$ cat src/rtl/tcgr_pkg.sv
// Shared types, codes and constants of the text cell glyph renderer.
package tcgr_pkg;

   localparam logic [1:0] OP_GLYPH = 2'd0;
   localparam logic [1:0] OP_TEXT  = 2'd1;
   localparam logic [1:0] OP_PIXEL = 2'd2;

   localparam logic [1:0] REG_RATIO       = 2'd0;
   localparam logic [1:0] REG_TEXT_WIDTH  = 2'd1;
   localparam logic [1:0] REG_TEXT_HEIGHT = 2'd2;

   localparam logic [3:0]  RATIO_RESET       = 4'd4;
   localparam logic [10:0] TEXT_WIDTH_RESET  = 11'd256;
   localparam logic [10:0] TEXT_HEIGHT_RESET = 11'd256;

   // Fraction bits of the reciprocal used to divide by the ratio.
   localparam int RECIP_SHIFT = 16;

   localparam int QUEUE_DEPTH = 2;
   localparam int QUEUE_PTR_W = $clog2(QUEUE_DEPTH);
   localparam int QUEUE_CNT_W = $clog2(QUEUE_DEPTH + 1);

   typedef struct packed {
      logic [1:0]  op;
      logic [6:0]  glyph_code;
      logic [2:0]  glyph_row;
      logic [2:0]  glyph_col;
      logic [7:0]  glyph_value;
      logic [9:0]  text_x;
      logic [9:0]  text_y;
      logic [7:0]  char_code;
      logic [12:0] pixel_x;
      logic [12:0] pixel_y;
   } req_type;

   typedef struct packed {
      logic [7:0] pixel_value;
      logic       out_of_range;
   } rsp_type;

   // Settings and the values derived from them.
   typedef struct packed {
      logic [3:0]  ratio;        // effective ratio, never zero
      logic [16:0] recip;        // ceil(2^RECIP_SHIFT / ratio)
      logic [10:0] text_width;
      logic [10:0] text_height;
      logic [10:0] grid_cols;
      logic [10:0] grid_rows;
   } cfg_type;

   localparam cfg_type CFG_RESET = '{
      ratio:       RATIO_RESET,
      recip:       17'd16384,
      text_width:  TEXT_WIDTH_RESET,
      text_height: TEXT_HEIGHT_RESET,
      grid_cols:   11'd64,
      grid_rows:   11'd64
   };

   // Classified request handed from the front end to the back end.
   typedef struct packed {
      logic [1:0]  op;
      logic        ok;     // glyph write in range, text char inside the text area, or pixel read
      logic [12:0] col_q;  // cell column
      logic [12:0] row_q;  // cell row
      logic [9:0]  col_n;  // text x, glyph column or column inside the glyph
      logic [9:0]  row_n;  // text y, glyph row or row inside the glyph
      logic [7:0]  data;   // glyph grey value or character code
      logic [6:0]  code;   // glyph code of a glyph write
   } cmd_type;

   typedef struct packed {
      logic full;
      logic empty;
   } q_stat_type;

   function automatic logic [16:0] recip_of(input logic [3:0] r);
      logic [16:0] m;
      case (r)
         4'd2:    m = 17'd32768;
         4'd3:    m = 17'd21846;
         4'd4:    m = 17'd16384;
         4'd5:    m = 17'd13108;
         4'd6:    m = 17'd10923;
         4'd7:    m = 17'd9363;
         4'd8:    m = 17'd8192;
         4'd9:    m = 17'd7282;
         4'd10:   m = 17'd6554;
         4'd11:   m = 17'd5958;
         4'd12:   m = 17'd5462;
         4'd13:   m = 17'd5042;
         4'd14:   m = 17'd4682;
         4'd15:   m = 17'd4370;
         default: m = 17'd65536;
      endcase
      return m;
   endfunction

endpackage

$ cat src/rtl/tcgr_front.sv
// Front end: accepts requests, decodes them and computes cell coordinates.
module tcgr_front #(
   parameter int GLYPHS  = 128,
   parameter int GLYPH_W = 8,
   parameter int GLYPH_H = 8
) (
   input  logic                 req_valid,
   output logic                 req_ready,
   input  tcgr_pkg::req_type    req_payload,
   input  tcgr_pkg::cfg_type    cfg,
   input  tcgr_pkg::q_stat_type q_stat,
   output logic                 q_push,
   output tcgr_pkg::cmd_type    q_cmd
);

   localparam int          DIV_SHIFT = 19;
   localparam logic [19:0] RECIP_W   = 20'((2 ** DIV_SHIFT + GLYPH_W - 1) / GLYPH_W);
   localparam logic [19:0] RECIP_H   = 20'((2 ** DIV_SHIFT + GLYPH_H - 1) / GLYPH_H);

   logic [26:0] text_x_prod;
   logic [26:0] text_y_prod;
   logic [32:0] pix_x_prod;
   logic [32:0] pix_y_prod;
   logic [12:0] pix_x_quot;
   logic [12:0] pix_y_quot;
   logic [17:0] pix_x_base;
   logic [17:0] pix_y_base;
   logic        op_known;

   // Divide the text coordinates by the ratio through its reciprocal.
   assign text_x_prod = 27'(req_payload.text_x) * 27'(cfg.recip);
   assign text_y_prod = 27'(req_payload.text_y) * 27'(cfg.recip);

   // Split the pixel position into cell and offset through the glyph size reciprocal.
   assign pix_x_prod = 33'(req_payload.pixel_x) * 33'(RECIP_W);
   assign pix_y_prod = 33'(req_payload.pixel_y) * 33'(RECIP_H);
   assign pix_x_quot = pix_x_prod[DIV_SHIFT+12:DIV_SHIFT];
   assign pix_y_quot = pix_y_prod[DIV_SHIFT+12:DIV_SHIFT];
   assign pix_x_base = 18'(pix_x_quot) * 18'(GLYPH_W);
   assign pix_y_base = 18'(pix_y_quot) * 18'(GLYPH_H);

   always_comb begin
      q_cmd    = '0;
      q_cmd.op = req_payload.op;
      op_known = 1'b1;
      case (req_payload.op)
         tcgr_pkg::OP_GLYPH: begin
            q_cmd.ok    = (9'(req_payload.glyph_code) < 9'(GLYPHS))
                       && (6'(req_payload.glyph_row) < 6'(GLYPH_H))
                       && (6'(req_payload.glyph_col) < 6'(GLYPH_W));
            q_cmd.col_n = 10'(req_payload.glyph_col);
            q_cmd.row_n = 10'(req_payload.glyph_row);
            q_cmd.data  = req_payload.glyph_value;
            q_cmd.code  = req_payload.glyph_code;
         end
         tcgr_pkg::OP_TEXT: begin
            q_cmd.ok    = (11'(req_payload.text_x) < cfg.text_width)
                       && (11'(req_payload.text_y) < cfg.text_height);
            q_cmd.col_q = 13'(text_x_prod[tcgr_pkg::RECIP_SHIFT+9:tcgr_pkg::RECIP_SHIFT]);
            q_cmd.row_q = 13'(text_y_prod[tcgr_pkg::RECIP_SHIFT+9:tcgr_pkg::RECIP_SHIFT]);
            q_cmd.col_n = req_payload.text_x;
            q_cmd.row_n = req_payload.text_y;
            q_cmd.data  = req_payload.char_code;
         end
         tcgr_pkg::OP_PIXEL: begin
            q_cmd.ok    = 1'b1;
            q_cmd.col_q = pix_x_quot;
            q_cmd.row_q = pix_y_quot;
            q_cmd.col_n = 10'(18'(req_payload.pixel_x) - pix_x_base);
            q_cmd.row_n = 10'(18'(req_payload.pixel_y) - pix_y_base);
         end
         default: begin
            op_known = 1'b0;
         end
      endcase
   end

   assign req_ready = !q_stat.full;
   // Drop the unused op code here.
   assign q_push    = req_valid && req_ready && op_known;

endmodule

$ cat config.mk
export PLATFORM = sky130hd
export DESIGN_NAME = tcgr_front
export DESIGN_NICKNAME = d
export VERILOG_FILES = /design/src/rtl/tcgr_pkg.sv /design/src/rtl/tcgr_front.sv
export SDC_FILE = /design/constraint.sdc
export NUM_CORES = 1
export LEC_CHECK = 0
export BUFFER_PORTS_ARGS = -buffer_cell sky130_fd_sc_hd__buf_2
export CAP_MARGIN = 20
export CORE_ASPECT_RATIO = 2
export CORE_UTILIZATION = 45
export DETAILED_ROUTE_END_ITERATION = 16
export GPL_TIMING_DRIVEN = 0
export PLACE_DENSITY = 0.74
export SLEW_MARGIN = 20
export SYNTH_ARGS = -nofsm -noshare
export SYNTH_HDL_FRONTEND = slang
export SYNTH_SLANG_ARGS = --single-unit
$ cat constraint.sdc
create_clock -name vclk -period 7.24
set_input_delay 0.362 -clock vclk [all_inputs]
set_output_delay 0.362 -clock vclk [all_outputs]
set_load 0.02 [all_outputs]
==> results.md <==
* Finished Layout Cells at between 1500 and 2000
* Design area at 12600 sq um
* Worst min path class: input port to primary output
* Final setup fails at 0
* Syn Std Cell Area at 11300 sq um
* Seq cells at 0
* Area growth, synth to finish at 11.0%
* Worst setup EP type: primary output
* Post-Synthesis Cells at 1366
* Final WL at 34600 um
* RSZ-0062 raised after global routing: no
* Psw at 2.32 mW
* Max VDD drop at between 200 and 250 uV
* Port Buf Inserts at between 150 and 200
* Seq/Total Area, Yosys at 0
* DR WL/cell at 18.5 um
* Synth area leader: fa_1
* Post-CTS Setup Repair Bufs at 0
* Reg power frac at 0
* Netlist cell types at 60
* Period utilisation layout at 0.909
* Vias in the first global route at 11000
* Min Tclk post-route at 6.58 ns
* Post-cts sizing count at 0
* Placed cell count at 1865
* Synthesized area per cell at 8.31 sq um
* DRC viols at 0
* ANT nets after route at 0
* Pwr per Cell Area at 311 nW/um^2
* Top Ports at 211
* Yosys warns at 0
* Largest net degree at the start of global routing at 11
* Total Routing Usage GR at 0.282
* Grt total ovfl at 0
* Synth top area cells: fa_1, ha_1, and2_1
* Hold buffers post-CTS at 0
* Die Wd at about 110 um
* Highest clock rate at approximately 0.15 GHz
* Least-Margin Pin Slew at about 1.1 ns
* Starting density of the core at 0.461
* Crit-path max FO at 10
* Die height at around 230 um
* Total Power at 3.92 mW
* Final hold vios at 0
* CP Class: input port to primary output
* Critical path required time at 6.88 ns
* Worst slew margin at 0.296
* Slew Viols, Final at 0
* Post-DP HPWL at 29300 um
* Yosys top cell area share at 0.409
* CP startpoint kind: input port
* Fill cells at 2341
* First DRT Iteration DRCs at approximately 460
* MaxCap Viol Count at 0
* Seq. cell area at 0 sq um
* Total number of vias at 10200
* Drt via density at 5.46
* Setup_tns at 0 ns
* Clock power frac at 0
* Data arrival time of the worst path at 6.22 ns
* CORE AREA at 24600 sq um
* Layout cells sized above 1 at 0.121
* First-pass GRT wire length at ~55000 um
* Leak pwr at 6.86 nW
* Area after detailed placement at 12600 sq um
* Combinational power share at 1.000
* RD Place Congestion at approximately 0.9
* Area occupied by multi-input gates at around 10000 sq um
* Initial antenna violation count at 2
* Total Nets Final at 2049
* # rows at 81
* Count of clock buffers in the final design at 0
* DIE AREA at ~26000 sq um
* Pre-Repair DR Iteration Count at 5
* Status: completed
* Pint at roughly 1.6 mW
* Net Sw Frac at 0.592
==> layer usage <==
layer / routed length [um] / up-vias / GRT usage
li1: - / 4505 / -
met1: 10000 / 5007 / 0.245
met2: 18000 / 481 / 0.512
met3: 2860 / 192 / 0.0802
met4: 3680 / 2 / 0.256
met5: 12 / - / 0
==> cell families after synthesis <==
group	synth area share
AOI/OAI and AO/OA	0.0881
xor gates and xnor gates	0.0193
adders and majority gates	0.560
buffers and inverters	0.120
muxes	0.00265
other	0.000330
and+or+nand+nor	0.209
==> worst max-delay path, cell delays in order <==
cell and delay [ns]:
buf_2 0.10, clkbuf_1 0.40, clkbuf_1 0.53, nand2_1 0.15, fa_1 0.51, inv_1 0.05
fa_1 0.49, fa_1 0.49, fa_1 0.55, inv_1 0.06, fa_1 0.49, inv_1 0.06
ha_1 0.28, and4_1 0.23, a311oi_1 0.38, o2111ai_1 0.20, o21ai_2 0.30, o31ai_2 0.11
xnor2_1 0.14, o21ai_1 0.15, buf_2 0.19
==> area by class of cell <==
class / count / area share
Antenna cell: 1 / 0.000199
Inverter: 270 / 0.0805
Multi-Input combinational cell: 1017 / 0.794
Buffer: 84 / 0.0278
Tap cell: 332 / 0.0330
Timing Repair Buffer: 162 / 0.0644
==> power groups by stage <==
stage	clock network, mW	registers [mW]	logic (mW)
6_report	0.0000000185	0	3.92
5_1_grt	0.0000000185	0	4.45
4_1_cts	0	0	3.93
3_5_place_dp	0	0	3.90
3_3_place_gp	0	0	3.80
2_1_floorplan	0	0	2.94
==> per-stage QoR <==
step           hold slack [ns]  worst slack [ns]  utilization
2_1_floorplan            0.801              1.61            -
3_3_place_gp             0.980             0.770        0.511
3_5_place_dp             0.997             0.749        0.511
4_1_cts                  0.998             0.728        0.511
5_1_grt                   1.01             0.334        0.511
6_report                 0.999             0.661        0.511
==> Yosys cell counts (2+ instances only) <==
library cell,n
a22o_1,8
nor2b_1,2
a311oi_1,2
a31oi_1,2
a21oi_1,29
or3_1,2
nand4_1,6
nand3_1,9
clkbuf_1,72
buf_2,4
nor2_1,21
inv_1,270
ha_1,137
fa_1,232
a221oi_2,2
a211oi_1,3
o2111ai_1,3
mux2i_1,3
nand4b_1,3
nor3_1,10
and2_1,189
a222oi_1,6
nor3b_1,4
o21a_1,4
a21o_1,20
o21ai_0,20
nand2_1,213
o211ai_1,8
xnor2_1,17
xor2_1,8
nand2b_1,4
o21ai_1,14
and4_1,2
buf_4,8
and3_1,3
a211o_1,2
==> final timing paths <==
kind	start	end	slack [ns]	cells after the start
max	req_payload[47]	q_cmd[57]	0.66	21
min	q_stat[1]	req_ready	1.0	3
==> placed cells by master (no fill, tap or decap), types with 6 or more instances in the layout <==
master    Yosys  layout
a21o_1       20      20
a21oi_1      29      29
a222oi_1      6       6
a22o_1        8       8
and2_1      189     189
buf_2         4     166
buf_4         8       8
clkbuf_1     72      72
conb_1        1       6
fa_1        232     232
ha_1        137     137
inv_1       270     270
nand2_1     213     213
nand3_1       9       9
nand4_1       6       6
nor2_1       21      21
nor3_1       10      10
o211ai_1      8       8
o21ai_0      20      20
o21ai_1      14      14
xnor2_1      17      17
xor2_1        8       8
(Power assumes the default switching activity.)
